## src/rtl/assert_macros.svh

```systemverilog
// Assertion helpers used by the core design file.
`ifndef ASSERT_MACROS_SVH
`define ASSERT_MACROS_SVH

// Checks that a condition implies a consequence in the next cycle.
`define ASSERT_NEXT(label, clk, rst_n, cond, cons) \
    label: assert property (@(posedge clk) disable iff (!rst_n) (cond) |=> (cons)) \
        else $error("assertion failed");

// Checks that a condition implies a consequence in the same cycle.
`define ASSERT_NOW(label, clk, rst_n, cond, cons) \
    label: assert property (@(posedge clk) disable iff (!rst_n) (cond) |-> (cons)) \
        else $error("assertion failed");

`endif

```

## src/rtl/gplc_pkg.sv

```systemverilog
package gplc_pkg;

    localparam int unsigned QUOT_WIDTH = 32;

    typedef enum logic [1:0] {
        MODE_POSITIVE = 2'd0,
        MODE_NEGATIVE = 2'd1,
        MODE_BIDIR    = 2'd2,
        MODE_SPARE    = 2'd3
    } mode_t;

    typedef enum logic [2:0] {
        REG_MODE           = 3'd0,
        REG_POINT_ONE      = 3'd1,
        REG_POINT_TWO      = 3'd2,
        REG_POINT_THREE    = 3'd3,
        REG_POINT_FOUR     = 3'd4,
        REG_ZERO_THRESHOLD = 3'd5,
        REG_FULL_SCALE     = 3'd6
    } reg_index_t;

    // Control word that travels with a sample through the divider cells.
    typedef struct packed {
        logic        valid;
        logic        direct;    // result is a stored value, no division
        logic        zero_div;
        logic [15:0] base;
        logic [15:0] full_scale;
    } cell_ctl_t;

endpackage

```

## src/rtl/gplc_finish.sv

```systemverilog
// Last stage: add base (or pass a direct value), cut to value width, clamp to full scale.
module gplc_finish #(
    parameter int unsigned VALUE_WIDTH = 16
) (
    input  logic                clk,
    input  logic                rst_n,
    input  gplc_pkg::cell_ctl_t ctl,
    input  logic [31:0]         quot,
    output logic                done,
    output logic [15:0]         concentration
);
    import gplc_pkg::*;

    logic [31:0] sum;
    logic [15:0] res;
    logic [15:0] res_next;
    logic        done_reg;
    logic [15:0] conc_reg;

    always_comb
    begin
        sum = quot + {16'd0, ctl.base};
        res = {{(16-VALUE_WIDTH){1'b0}}, sum[VALUE_WIDTH-1:0]};
        if (ctl.direct)
        begin
            res = ctl.base;
        end
        if (ctl.zero_div || res > ctl.full_scale)
        begin
            res_next = ctl.full_scale;
        end
        else
        begin
            res_next = res;
        end
    end

    always_ff @(posedge clk or negedge rst_n)
    begin
        if (!rst_n)
        begin
            done_reg <= 1'b0;
        end
        else
        begin
            done_reg <= ctl.valid;
        end
    end

    always_ff @(posedge clk)
    begin
        conc_reg <= res_next;
    end

    assign done          = done_reg;
    assign concentration = conc_reg;
endmodule

```

## config.mk

```make
export PLATFORM = sky130hd
export DESIGN_NAME = gplc_finish
export DESIGN_NICKNAME = d
export VERILOG_FILES = /design/src/rtl/assert_macros.svh /design/src/rtl/gplc_pkg.sv /design/src/rtl/gplc_finish.sv
export SDC_FILE = /design/constraint.sdc
export NUM_CORES = 1
export LEC_CHECK = 0
export ABC_CLOCK_PERIOD_IN_PS = 800
export BUFFER_PORTS_ARGS = -buffer_cell sky130_fd_sc_hd__buf_4
export CORE_UTILIZATION = 33
export CTS_BUF_LIST = sky130_fd_sc_hd__clkbuf_8 sky130_fd_sc_hd__clkbuf_16
export DETAILED_ROUTE_END_ITERATION = 16
export SYNTH_ARGS = -nofsm -noshare
export SYNTH_HDL_FRONTEND = slang
export SYNTH_SLANG_ARGS = --single-unit
```

## constraint.sdc

```tcl
create_clock -name clk -period 0.8 [get_ports clk]
set_input_delay 0.16 -clock clk [delete_from_list [all_inputs] [get_ports clk]]
set_output_delay 0.16 -clock clk [all_outputs]
set_load 0.02 [all_outputs]
```

==> impl_metrics.json <==
{
  "fin_nets": 452,
  "root_buffer": "clkbuf_8",
  "wirelength_microns": 5250,
  "cap_violations": 0,
  "yosysUniqueCellTypes": 46,
  "fin_total_pwr_mw": 4.30,
  "rows": 26,
  "antenna_left": 0,
  "dieArea_sq_um": 5820,
  "fmax_ghz": 0.291,
  "post-synth-top-area-cell": "ha_1",
  "grt_overflow": 0,
  "detailed_place_hpwl_microns": 4120,
  "grt_setup_unrepaired": "true",
  "multiInputGateArea_sq_um": 1500,
  "synth_ff_type": "dfxtp_1",
  "clk_path_buf_depth": 2,
  "clk_pin_slew_ns": 0.07,
  "clkSinkCount": 17,
  "coreArea_sq_um": 5200,
  "dr.pass1.iters": 4,
  "vias_per_cell": 4.76,
  "io_buffers": 69,
  "grtUsageTotal_pct": 18.2,
  "die_w_microns": 76.3,
  "synth_top_area_share_pct": 21.3,
  "critical_path_peak_fanout": 6,
  "slew_violations": 0,
  "drc": 0,
  "vias": 2001,
  "hold_violations": 0,
  "grt_max_degree": 21,
  "yosys_warnings": 0,
  "largest_reg_flops": 16,
  "setup_tns_ns": -42.54,
  "tightest_slew_ns": 0.434,
  "outcome": "complete, but fails checks",
  "place.gp.congestion": 0.775,
  "post_drt_wl_per_cell_microns": 12.5,
  "placedInstanceArea_sq_um": 2810,
  "syn-num-nets": 314,
  "synthCells": 213,
  "violations": "negative setup slack",
  "worstSetupPathType": "in -> reg",
  "synth-edff-count": 0,
  "die_y_microns": 76.3,
  "leakagePower_nw": 1.58,
  "nFillCells": 452,
  "fin_crit_ns": 3.44,
  "ir_worst_vdd_mv": 0.786,
  "period_share_pct": 430,
  "finalSetupViolCount": 33,
  "antenna_found_initial": 0,
  "cts_tree": "yes",
  "critical_path_required_ns": 0.94,
  "finalInstanceArea_sq_um": 3220,
  "powerDensity_nw_per_um2": 1340,
  "drive_above_1_share_pct": 56.0,
  "worst_hold_path_type": "in -> reg",
  "initialDrtViolationCount": 63,
  "area_delta_synth_final_pct": 76.5,
  "cts_max_level": 1,
  "utilization_pct": 61.8,
  "syn_area_sq_um": 1820,
  "cp.arrival_ns": 3.58,
  "cp-end-kind": "register",
  "synth-async-reset-ratio_pct": 5.88,
  "seq_area_sq_um": 365,
  "n_antenna_cell": 0,
  "ioPinCount": 86,
  "setup_ws_ns": -2.64,
  "cts_made_buffers": 3,
  "start_kind": "primary input",
  "synth-seq-cells": 17,
  "ys_seq_area_share_pct": 19.0,
  "relSlewSlack_pct": 70.8,
  "avgSynthCellArea_sq_um": 8.55,
  "yosys-top-cells-area": "ha_1 (21%), dfxtp_1 (18%), mux2_2 (8.0%), a21oi_1 (4.9%), o21ai_0 (4.9%)",
  "start_util_pct": 35.0,
  "grt_first_pass_wirelength_microns": 8660,
  "grt_pass1_vias": 1990
}
[report_power, final]
| group | internal, mW | switching, mW | leakage, nW |
|---|---|---|---|
| sequential | 1.00 | 0.0568 | 0.147 |
| clock | 0.341 | 0.293 | 0.0269 |
| combinational | 1.50 | 1.11 | 1.41 |
[cell type report]
class	instances	area share [%]
Timing Repair Buffer	139	36.0
Multi-Input combinational cell	173	46.5
Tap cell	70	2.72
Inverter	17	1.98
Clock buffer	3	1.28
Sequential cell	17	11.4
Clock inverter	1	0.117
[stage by stage]
stage	setup WS [ns]	cells	hold WS, ns
final	-2.64	420	0.0114
after floorplan	-2.67	213	-0.136
after CTS	-2.55	415	0.0193
after detailed placement	-2.98	396	-0.0630
after global routing	-2.78	420	0.0117
after global placement	-2.90	396	-0.0650
[worst paths after layout]
kind,startpoint,to,slack (ns),cells past startpoint
max,ctl[16],concentration[9],-2.64,18
min in group asynchronous,rst_n,done,0.22,2
max in group asynchronous,rst_n,done,0.50,2
min,ctl[34],done,0.01,1
[routing by layer]
layer  wire (microns)  global-route usage (%)  up-vias
met1             2370                    22.9      891
li1                 -                       -     1050
met3              192                    1.32        5
met4               78                    6.92        0
met2             2610                    32.3       55
met5                0                       0        -
[placed cells by master (no fill, tap or decap), types with 6 or more instances in the layout]
cell | Yosys | final
nand2_1 | 21 | 21
buf_6 | 1 | 20
inv_1 | 17 | 18
ha_1 | 31 | 26
a21oi_1 | 18 | 17
mux2_2 | 13 | 11
dfxtp_2 | 0 | 16
xnor2_1 | 8 | 8
nand4_1 | 6 | 6
o21ai_0 | 18 | 12
buf_4 | 0 | 115
[cell families after synthesis]
group,Yosys count,synth area share [%]
buffers and inverters,23,5.29
flip-flops,17,19.0
adder cells (fa/ha/maj),32,22.4
AO/OA/AOI/OAI,62,22.3
multiplexers,19,11.7
AND/OR/NAND/NOR,47,13.1
XOR/XNOR,13,6.25
[worst max-delay path: stages]
cell and delay, ns:
buf_8 0.10, ha_4 0.16, fa_2 0.37, a21o_1 0.22, a311o_1 0.30, nand4_1 0.11, nand3_1 0.11, xnor2_1 0.14
o21ai_1 0.17, ha_1 0.27, buf_4 0.14, a21oi_1 0.14, a21boi_0 0.15, nor4_2 0.28, o21ai_2 0.12, o21ai_4 0.13
clkbuf_16 0.20, mux2_2 0.32
[cell usage after synthesis (2+ instances only)]
library cell	instances
a21boi_0	2
a21o_1	5
a21oi_1	18
a31oi_1	2
buf_2	2
clkbuf_1	2
dfxtp_1	16
ha_1	31
inv_1	17
mux2_1	2
mux2_2	13
mux2i_1	3
nand2_1	21
nand3_1	5
nand4_1	6
nor2_1	3
nor2b_1	4
o211ai_1	3
o21ai_0	18
o21ai_2	2
o31ai_1	2
xnor2_1	8
xor2_1	5
[timing repair]
action,in CTS,in global routing
gates cloned,0,1
gates resized for setup,44,13
pin swaps,12,5
setup endpoints to repair,33,33
hold endpoints to repair,1,0
hold buffers,1,0
setup buffers,14,4
Note: power is estimated with default switching activity, not from simulation.
