==> config.mk <==
export PLATFORM = sky130hd
export DESIGN_NAME = gplc_div_cell
export DESIGN_NICKNAME = d
export VERILOG_FILES = /design/src/rtl/assert_macros.svh /design/src/rtl/gplc_pkg.sv /design/src/rtl/gplc_div_cell.sv
export SDC_FILE = /design/constraint.sdc
export NUM_CORES = 1
export LEC_CHECK = 0
export BUFFER_PORTS_ARGS = -buffer_cell sky130_fd_sc_hd__buf_2
export CORE_AREA = 3 3 126 128
export CTS_CLUSTER_DIAMETER = 150
export DETAILED_ROUTE_END_ITERATION = 10
export DIE_AREA = 0 0 129 131
export PLACE_DENSITY = 0.72
export SLEW_MARGIN = 5
export SYNTH_ARGS = -nofsm -noshare
export SYNTH_HDL_FRONTEND = slang
export SYNTH_SLANG_ARGS = --single-unit
==> constraint.sdc <==
create_clock -name clk -period 0.8 [get_ports clk]
set_input_delay 0.24 -clock clk [delete_from_list [all_inputs] [get_ports clk]]
set_output_delay 0.24 -clock clk [all_outputs]
set_load 0.05 [all_outputs]
==> src/rtl/assert_macros.svh <==
// Assertion helpers used by the core design file.
`ifndef ASSERT_MACROS_SVH
`define ASSERT_MACROS_SVH

// Checks that a condition implies a consequence in the next cycle.
`define ASSERT_NEXT(label, clk, rst_n, cond, cons) \
    label: assert property (@(posedge clk) disable iff (!rst_n) (cond) |=> (cons)) \
        else $error("assertion failed");

// Checks that a condition implies a consequence in the same cycle.
`define ASSERT_NOW(label, clk, rst_n, cond, cons) \
    label: assert property (@(posedge clk) disable iff (!rst_n) (cond) |-> (cons)) \
        else $error("assertion failed");

`endif

==> src/rtl/gplc_pkg.sv <==
package gplc_pkg;

    localparam int unsigned QUOT_WIDTH = 32;

    typedef enum logic [1:0] {
        MODE_POSITIVE = 2'd0,
        MODE_NEGATIVE = 2'd1,
        MODE_BIDIR    = 2'd2,
        MODE_SPARE    = 2'd3
    } mode_t;

    typedef enum logic [2:0] {
        REG_MODE           = 3'd0,
        REG_POINT_ONE      = 3'd1,
        REG_POINT_TWO      = 3'd2,
        REG_POINT_THREE    = 3'd3,
        REG_POINT_FOUR     = 3'd4,
        REG_ZERO_THRESHOLD = 3'd5,
        REG_FULL_SCALE     = 3'd6
    } reg_index_t;

    // Control word that travels with a sample through the divider cells.
    typedef struct packed {
        logic        valid;
        logic        direct;    // result is a stored value, no division
        logic        zero_div;
        logic [15:0] base;
        logic [15:0] full_scale;
    } cell_ctl_t;

endpackage

==> src/rtl/gplc_div_cell.sv <==
// One restoring-division cell: settles one quotient bit and passes on.
module gplc_div_cell #(
    parameter int unsigned BIT_POS = 31
) (
    input  logic                clk,
    input  logic                rst_n,
    input  gplc_pkg::cell_ctl_t ctl_in,
    input  logic [31:0]         rem_in,
    input  logic [31:0]         num_in,
    input  logic [31:0]         quot_in,
    input  logic [31:0]         divisor_in,
    output gplc_pkg::cell_ctl_t ctl_out,
    output logic [31:0]         rem_out,
    output logic [31:0]         num_out,
    output logic [31:0]         quot_out,
    output logic [31:0]         divisor_out
);
    import gplc_pkg::*;

    logic [32:0] trial;
    logic [32:0] diff;
    logic        fits;
    cell_ctl_t   ctl_reg;
    logic [31:0] rem_reg, num_reg, quot_reg, divisor_reg;

    assign trial = {rem_in, num_in[BIT_POS]};
    assign diff  = trial - {1'b0, divisor_in};
    assign fits  = !diff[32];

    always_ff @(posedge clk or negedge rst_n)
    begin
        if (!rst_n)
        begin
            ctl_reg <= '0;
        end
        else
        begin
            ctl_reg <= ctl_in;
        end
    end

    always_ff @(posedge clk)
    begin
        rem_reg     <= fits ? diff[31:0] : trial[31:0];
        num_reg     <= num_in;
        quot_reg    <= {quot_in[30:0], fits};
        divisor_reg <= divisor_in;
    end

    assign ctl_out     = ctl_reg;
    assign rem_out     = rem_reg;
    assign num_out     = num_reg;
    assign quot_out    = quot_reg;
    assign divisor_out = divisor_reg;
endmodule

==> metrics.txt <==
run status=finished with violations; violations in the final reports=setup timing; number of vias in the routed layout=about 7000; headroom to the max-slew limit=around two thirds; number of standard-cell rows in the floorplan=45; setup repair after global routing missed its margin=true; instance count along the most critical hold path=2; sum of routed wire length over all layers=about 29 mm; Yosys top cell area share=43.5%; nature of the critical path startpoint=input pin; number of global-route vias before repair=roughly 7300; DRC violations left=0; global-route wire length before repair=about 41 mm; syn nets=between 700 and 800; last weighted congestion value of the routability-driven placer=0.924; most repeated library cell on the critical path=inv_1; CTS H-tree lvls=4; worst slew pin tran=around 0.50 ns; overall track demand over capacity in global routing=32.2%; max frequency=roughly 440 MHz; # Max-Cap Violations=0; worst setup path category=in2reg; number of synthesized flops with an enable pin=0; placeable core region=approximately 0.015 mm^2; Post-Layout Cell Count=about 1300; drt wl/cell=around 22 um; dominant register cell in the synthesized netlist=dfxtp_1; number of fillers in the final layout=~700; detailed router's first-iteration violation count=between 500 and 600; maximum number of pins on one net before global-route repair=36; part of the Yosys area used for sequential elements=58.4%; power density cells=approximately 2100 mW/mm^2; post-synthesis area per instance=around 11 um^2; post-layout power=27200 uW; CP startpoint=divisor_in[17]; vertical die dimension=roughly 130 um; # clock sinks=163; maximum resistive drop on vdd=1600 uV; leakage power=between 0.006 and 0.007 uW; DP Cell Count=1150; CTS tree=built; gate count after technology mapping=about 520; clock root buffer=clkbuf_16; required time of the critical path=roughly 1.1 ns; Ys Warns=0; antenna viol nets, final=0; First-pass DRT Iterations=5; leading cell types by total area after synthesis=dfxtp_1 43%, dfrtp_1 15%, ha_1 6.8%; CP cell instances=buf_2 > inv_1 > ha_1 > a21oi_2 > inv_1 > a221o_1 > a211o_1 > o211ai_1 > o211ai_4 > buf_4 > o41ai_2; commonest cells in the netlist=128 x dfxtp_1, 44 x nand2_1, 41 x inv_1; worst-path maximum fanout=8; Setup violations, final=about 200; highest cell delay on the worst timing path=approximately 0.4 ns; part of the cycle the worst path needs=281%; Remaining Overflow, GRT=0; clock input transition at the sequential cells of the worst setup and hold paths=about 0.070 ns; initial core utilization=39.3%; Final Slew Violations=0; worst slack after detailed placement=-1.96 ns; CP Data Arrival Time=about 2.6 ns; register bit total from synthesis=around 160; Area Growth Syn to Fin=115%; DIE WIDTH=approximately 130 um; number of I/O port buffers=between 300 and 400; worst hold-check slack=roughly 0.022 ns; antenna violations before repair=5; number of different library cells in the post-synthesis netlist=50; cell with the most instances after synthesis=dfxtp_1; crit path max-delay cell type=o41ai_2; critical path capture point type=flop; minimum period implied by the final worst setup slack=roughly 2.3 ns; Setup WS post-layout=-1.45 ns; synthesized cell area=0.00589 mm^2; total CTS buffers=17; net total in the final layout=between 1000 and 1500; critical path capture point=rem_out[27]; boundary pin count=about 330; largest area contributor in the netlist=dfxtp_1; class of the tightest hold or removal check=in2reg; CTS Buffer Depth=2; number of vias per cell=5.15; detailed placer's ending HPWL=roughly 16 mm; area enclosed by the die boundary=between 0.015 and 0.02 mm^2; Async SR Flop Fraction=a little over a fifth; Final Hold Fails=0; proportion of layout cells with a drive suffix above 1=a little over three fifths
[kinds of logic after synthesis]
group | count (synthesis) | share of synthesized area [%]
simple gates | 108 | 8.79
xor+xnor | 24 | 3.57
fa+ha+maj | 33 | 7.14
flops | 163 | 58.4
mux | 18 | 4.59
buf+inv | 57 | 4.03
compound gates | 120 | 13.5
[metal layers]
| layer | track usage, % | vias to the layer above | wire length (um) | share of wire [%] |
|---|---|---|---|---|
| met5 | 0 | - | 12 | 0.042 |
| met4 | 18.0 | 2 | 1860 | 6.5 |
| met3 | 8.46 | 155 | 2190 | 7.6 |
| met2 | 59.6 | 429 | 15200 | 53 |
| met1 | 32.9 | 3236 | 9550 | 33 |
| li1 | - | 3013 | - | - |
[state kept, by name, indices dropped and copies added, names as in the netlist]
signal / cells
divisor_out: 32
rem_out: 32
ctl_out: 35
quot_out: 32
num_out: 32
[cell usage in the layout (no fill, tap or decap), types with 35 or more instances in the layout]
cell type | netlist | layout
inv_1 | 41 | 36
buf_6 | 3 | 42
buf_2 | 1 | 158
nand2_1 | 44 | 44
dfxtp_2 | 0 | 127
buf_8 | 0 | 115
dlygate4sd3_1 | 0 | 126
buf_4 | 0 | 135
dfrtp_2 | 0 | 35
[cell type report]
class,count,area (um^2),area share (%)
Multi-Input combinational cell,303,2400,18.9
Clock inverter,15,151,1.19
Clock buffer,17,425,3.36
Tap cell,188,235,1.86
Timing Repair Buffer,594,5630,44.4
Antenna cell,5,12.5,0.0987
Inverter,42,175,1.38
Sequential cell,163,3640,28.8
[worst max-delay path: cells and delay by family]
kind	cells	cell delay [ns]
AO/OA/AOI/OAI	6	1.67
adder cells (fa/ha/maj)	1	0.23
buffers and inverters	4	0.40
[how the worst min path moves through the flow]
stage	from	end	slack (ns)
global placement	rst_n	ctl_out[19]	0.20
global route	num_in[31]	num_out[31]	0.01
finish	num_in[31]	num_out[31]	0.02
floorplan	rst_n	ctl_out[0]	-0.06
CTS	divisor_in[23]	divisor_out[23]	0.01
detailed placement	rst_n	ctl_out[19]	0.21
[power breakdown]
| group | total [uW] | switching, uW | leakage (uW) | internal, uW |
|---|---|---|---|---|
| sequential | 9550 | 542 | 0.00146 | 9010 |
| combinational | 9570 | 5080 | 0.00434 | 4500 |
| clock | 8090 | 3910 | 0.000285 | 4180 |
[stage by stage]
stage          setup TNS, ns  util [%]  instance area, um^2
2_1_floorplan         -54.10         -                 6170
3_3_place_gp          -61.16      60.9                 9120
3_5_place_dp          -62.77      60.9                 9120
4_1_cts              -104.14      82.9                12400
5_1_grt              -111.43      84.6                12700
6_report             -105.23      84.6                12700
[timing repair]
item,in CTS,in global routing
buffers inserted,8,5
gates resized for setup,424,57
endpoints found under the setup margin,196,196
hold buffers,126,0
pin swaps,15,13
endpoints found under the hold margin,160,0
cloned,1,0
No activity file was read; power rests on OpenSTA's default activity.
