## src/rtl/assert_macros.svh

```systemverilog
// Assertion helpers used by the core design file.
`ifndef ASSERT_MACROS_SVH
`define ASSERT_MACROS_SVH

// Checks that a condition implies a consequence in the next cycle.
`define ASSERT_NEXT(label, clk, rst_n, cond, cons) \
    label: assert property (@(posedge clk) disable iff (!rst_n) (cond) |=> (cons)) \
        else $error("assertion failed");

// Checks that a condition implies a consequence in the same cycle.
`define ASSERT_NOW(label, clk, rst_n, cond, cons) \
    label: assert property (@(posedge clk) disable iff (!rst_n) (cond) |-> (cons)) \
        else $error("assertion failed");

`endif

```

## src/rtl/gplc_pkg.sv

```systemverilog
package gplc_pkg;

    localparam int unsigned QUOT_WIDTH = 32;

    typedef enum logic [1:0] {
        MODE_POSITIVE = 2'd0,
        MODE_NEGATIVE = 2'd1,
        MODE_BIDIR    = 2'd2,
        MODE_SPARE    = 2'd3
    } mode_t;

    typedef enum logic [2:0] {
        REG_MODE           = 3'd0,
        REG_POINT_ONE      = 3'd1,
        REG_POINT_TWO      = 3'd2,
        REG_POINT_THREE    = 3'd3,
        REG_POINT_FOUR     = 3'd4,
        REG_ZERO_THRESHOLD = 3'd5,
        REG_FULL_SCALE     = 3'd6
    } reg_index_t;

    // Control word that travels with a sample through the divider cells.
    typedef struct packed {
        logic        valid;
        logic        direct;    // result is a stored value, no division
        logic        zero_div;
        logic [15:0] base;
        logic [15:0] full_scale;
    } cell_ctl_t;

endpackage

```

## src/rtl/gplc_setup.sv

```systemverilog
// First stage: pick the segment, form the 32-bit product and divisor.
module gplc_setup #(
    parameter int unsigned SAMPLE_WIDTH = 16,
    parameter int unsigned VALUE_WIDTH  = 16
) (
    input  logic                     clk,
    input  logic                     rst_n,
    input  logic                     in_valid,
    input  logic [15:0]              sample_adc,
    input  logic [1:0]               mode,
    input  logic [31:0]              point_one,
    input  logic [31:0]              point_two,
    input  logic [31:0]              point_three,
    input  logic [31:0]              point_four,
    input  logic [15:0]              zero_threshold,
    input  logic [15:0]              full_scale,
    output gplc_pkg::cell_ctl_t      ctl,
    output logic [31:0]              dividend,
    output logic [31:0]              divisor
);
    import gplc_pkg::*;

    logic [31:0] adc, a1, a2, a3, a4, v1, v2, v3, v4;
    logic [31:0] d, vd, offset, ad, base;
    logic        direct;
    logic [31:0] res_direct;
    logic [31:0] prod;
    cell_ctl_t   ctl_next, ctl_reg;
    logic [31:0] dividend_reg, divisor_reg;

    assign adc = {{(32-SAMPLE_WIDTH){1'b0}}, sample_adc[SAMPLE_WIDTH-1:0]};
    assign a1 = {{(32-SAMPLE_WIDTH){1'b0}}, point_one[16 +: SAMPLE_WIDTH]};
    assign a2 = {{(32-SAMPLE_WIDTH){1'b0}}, point_two[16 +: SAMPLE_WIDTH]};
    assign a3 = {{(32-SAMPLE_WIDTH){1'b0}}, point_three[16 +: SAMPLE_WIDTH]};
    assign a4 = {{(32-SAMPLE_WIDTH){1'b0}}, point_four[16 +: SAMPLE_WIDTH]};
    assign v1 = {{(32-VALUE_WIDTH){1'b0}}, point_one[VALUE_WIDTH-1:0]};
    assign v2 = {{(32-VALUE_WIDTH){1'b0}}, point_two[VALUE_WIDTH-1:0]};
    assign v3 = {{(32-VALUE_WIDTH){1'b0}}, point_three[VALUE_WIDTH-1:0]};
    assign v4 = {{(32-VALUE_WIDTH){1'b0}}, point_four[VALUE_WIDTH-1:0]};

    always_comb
    begin
        direct     = 1'b0;
        res_direct = v1;
        vd     = v3 - v1;
        offset = adc - a1;
        ad     = a3 - a1;
        base   = v1;
        d      = 32'd0;
        if (mode == MODE_NEGATIVE)
        begin
            d = (adc < a3) ? (a3 - adc) : 32'd0;
            vd     = v1 - v3;
            offset = d;
            base   = v3;
            if (d <= {16'd0, zero_threshold})
            begin
                direct     = 1'b1;
                res_direct = v3;
            end
        end
        else
        begin
            d = (adc > a1) ? (adc - a1) : 32'd0;
            if (d <= {16'd0, zero_threshold})
            begin
                direct = 1'b1;
            end
            else if (mode == MODE_POSITIVE)
            begin
                offset = d;
            end
            else if (adc < a3)
            begin
                if (a2 > a1 && a2 < a3)
                begin
                    if (adc < a2)
                    begin
                        vd = v2 - v1;
                        ad = a2 - a1;
                    end
                    else if (adc > a2)
                    begin
                        vd     = v3 - v2;
                        offset = adc - a2;
                        ad     = a3 - a2;
                        base   = v2;
                    end
                    else
                    begin
                        direct     = 1'b1;
                        res_direct = v2;
                    end
                end
            end
            else if (adc > a3)
            begin
                if (a4 > a3)
                begin
                    if (adc < a4)
                    begin
                        vd     = v4 - v3;
                        offset = adc - a3;
                        ad     = a4 - a3;
                        base   = v3;
                    end
                    else if (adc > a4)
                    begin
                        vd = v4 - v1;
                        ad = a4 - a1;
                    end
                    else
                    begin
                        direct     = 1'b1;
                        res_direct = v4;
                    end
                end
            end
            else
            begin
                direct     = 1'b1;
                res_direct = v3;
            end
        end
        prod = vd * offset;
        ctl_next.valid      = in_valid;
        ctl_next.direct     = direct;
        ctl_next.zero_div   = !direct && (ad == 32'd0);
        ctl_next.base       = direct ? res_direct[15:0] : base[15:0];
        ctl_next.full_scale = full_scale;
    end

    always_ff @(posedge clk or negedge rst_n)
    begin
        if (!rst_n)
        begin
            ctl_reg <= '0;
        end
        else
        begin
            ctl_reg <= ctl_next;
        end
    end

    always_ff @(posedge clk)
    begin
        dividend_reg <= prod;
        divisor_reg  <= ad;
    end

    assign ctl      = ctl_reg;
    assign dividend = dividend_reg;
    assign divisor  = divisor_reg;
endmodule

```

## config.mk

```make
export PLATFORM = sky130hd
export DESIGN_NAME = gplc_setup
export DESIGN_NICKNAME = d
export VERILOG_FILES = /design/src/rtl/assert_macros.svh /design/src/rtl/gplc_pkg.sv /design/src/rtl/gplc_setup.sv
export SDC_FILE = /design/constraint.sdc
export NUM_CORES = 2
export LEC_CHECK = 0
export BUFFER_PORTS_ARGS = -buffer_cell sky130_fd_sc_hd__buf_2
export CAP_MARGIN = 20
export CELL_PAD_IN_SITES_DETAIL_PLACEMENT = 0
export CELL_PAD_IN_SITES_GLOBAL_PLACEMENT = 1
export CORE_ASPECT_RATIO = 1.25
export CORE_MARGIN = 1.5
export CORE_UTILIZATION = 47
export DETAILED_ROUTE_END_ITERATION = 10
export PLACE_DENSITY = 0.87
export SYNTH_ARGS = -nofsm -noshare
export SYNTH_HDL_FRONTEND = slang
export SYNTH_SLANG_ARGS = --single-unit
```

## constraint.sdc

```tcl
create_clock -name clk -period 1.27 [get_ports clk]
set_clock_uncertainty 0.05 [all_clocks]
set_input_delay 0.254 -clock clk [delete_from_list [all_inputs] [get_ports clk]]
set_output_delay 0.254 -clock clk [all_outputs]
set_load 0.02 [all_outputs]
```

==> results.cfg <==
[drt]
drtIter0Drc = 2265
dr.pass1.iters = 6
avgViaCountPerCell = 5.64
vias = 34100
antenna_left = 0
drc_errors = 0
wl_per_cell_um = 20.4
routed_wl_um = 123000

[timing]
tightest_slew_ps = 728
slew_headroom_pct = 50.8
worst_slack_ps = -9510
finalHoldViolCount = 0
rsz0062_at_grt = yes
whs_ps = 134
fin_crit_sh_pct = 849
setup_viol = 88
fin_crit_ps = 10780
fmax_mhz = 92.7
slew_violations = 0

[synth]
synth.distinct_cells = 96
synthFlopType = dfxtp_1
yosysMostFrequentCell = inv_1
synthCells = 3747
synth_area_per_cell_sq_um = 8.05
synth.top_cell.area_share_pct = 24.1
netlist_top_cells_area = fa_1 (24%), ha_1 (17%), inv_1 (7.6%), nor2_1 (4.9%), a21oi_1 (4.4%)
yosys-top-cells-count = inv_1 (614), ha_1 (405), nor2_1 (394), fa_1 (363), a21oi_1 (264)
syn_area_sq_um = 30200
synth_largest_area_cell = fa_1
syn_nets = 4696
ys_seq_elements = 84
yosysWarnings = 0
yosysSeqAreaShare_pct = 6.15
synth_edf_count = 0
synthArstFlopShare_pct = 41.7

[grt]
grt_max_degree = 38
grt-ovfl-total = 0
antenna_found_initial = 2
track_usage_pct = 36.8
grt_pass1_wl_um = 187000
grt_pass1_vias = 35600

[cts]
path_clk_slew_ps = 90
cts.path.max_buffers = 2
numCtsBuffers = 9
htreeDepth = 3
cts_sinks = 84
clockRootBuffer = clkbuf_16
cts_tree = done

[critical_path]
cp_num_buf_inv = 9
cp.required_ps = 1540
worstSetupStartpointType = input pin
crit_type = input pin to register
crit_path_max_incr_delay_ps = 540
crit_fanout = 5
cp.arrival_ps = 11060
critPathTopFamily = adder cells
crit_top_cell = fa_1
end_kind = register
slowest_stage = fa_1

[min_path]
whs_path_depth = 3
min_from = point_three[0]
whs_endpoint = ctl[16]$_DFF_PN0_
hp-class = input pin to register

[finish]
largest_register_ffs = 35
nNetsFinal = 6147
syn2layout_area_growth_pct = 49.2
fill_cells = 4780
n_antenna_cell = 0
layout-drive-gt1-share_pct = 38.6

[floorplan]
die_h_um = 286
ios = 280
coreArea_sq_um = 63300
rows = 103
floorplan.initialDensity_pct = 47.7
die_x_um = 230
dieArea_sq_um = 65700

[placed_design]
port_buffers = 279
dp_hpwl_um = 103000
place_congestion = 1.10

[status]
failed_checks = setup timing
outcome = finished, violations left

[job]
maxCapViolCount = 0
[cells by family (layout without fill, tap and decap cells)]
logic type,count (synthesis),in the layout,share of synthesized area (%)
adders and majority gates,768,768,40.9
xor gates and xnor gates,198,198,5.79
and+or+nand+nor,964,965,15.5
buffers and inverters,751,2206,9.75
AOI/OAI and AO/OA,975,975,21.7
DFF,84,84,6.15
muxes,7,7,0.232
[how the worst max path moves through the flow]
stage                     cells after the start          start  slack [ps]                    to
after floorplan                              46  sample_adc[0]       -9420  dividend[31]$_DFF_P_
after global placement                       48  sample_adc[0]      -10150  dividend[31]$_DFF_P_
after detailed placement                     48  sample_adc[0]      -10320  dividend[31]$_DFF_P_
after CTS                                    53  sample_adc[0]       -9310  dividend[31]$_DFF_P_
after global routing                         53  sample_adc[0]       -9900  dividend[31]$_DFF_P_
final                                        47  sample_adc[0]       -9510  dividend[31]$_DFF_P_
[cell type report]
class,count,area (sq um),share of cell area (%)
multi-input combinational,2913,27700,61.4
timing repair buffer,1576,11800,26.3
inverter,614,2330,5.18
sequential,84,1860,4.13
tap,840,1050,2.33
clock buffer,9,225,0.500
clock inverter,7,85.1,0.189
[tightest hold or removal path: stages]
cell     delay (ps)
buf_2           110
inv_1           100
a21oi_1         100
[through the flow]
stage	worst slack [ps]	utilization [%]	setup TNS (ps)	instances	area, sq um
finish	-9510	71.2	-363940	6043	45000
global route	-9900	71.2	-378820	6043	45000
detailed placement	-10320	66.6	-412280	5930	42100
floorplan	-9420	-	-349630	3747	31300
global placement	-10150	66.6	-405170	5930	42100
CTS	-9310	70.2	-350880	6028	44400
[per-layer routing]
layer	global-route usage [%]	wire, um
met1	40.1	44400
met2	64.2	59300
met3	5.87	8270
met4	28.5	11200
met5	0	0
[layout by cell type, fill, tap and decap left out, drive strengths merged, types with 26 or more instances in the layout]
cell type / n
a211oi: 41
o21bai: 30
ha: 405
nand2: 140
nor2b: 50
inv: 616
a21oi: 266
dfrtp: 35
xor2: 55
o22ai: 39
nand3: 42
a21o: 92
o21a: 64
nand4: 28
o21ai: 170
or2: 60
nand2b: 78
xnor2: 142
buf: 1555
nor3: 69
a221oi: 45
nor2: 395
dfxtp: 49
fa: 363
o211ai: 26
[timing repair]
item / in CTS / in global routing
setup buffers: 70 / 18
endpoints found under the setup margin: 89 / 100
gates cloned: 3 / 0
hold buffers: 18 / 0
gates resized for setup: 278 / 109
endpoints found under the hold margin: 52 / 0
pin swaps: 163 / 58
Power is left out: the tool's default activity adds up to more than one toggle a clock period on the data nets, which glitch-free logic cannot reach.
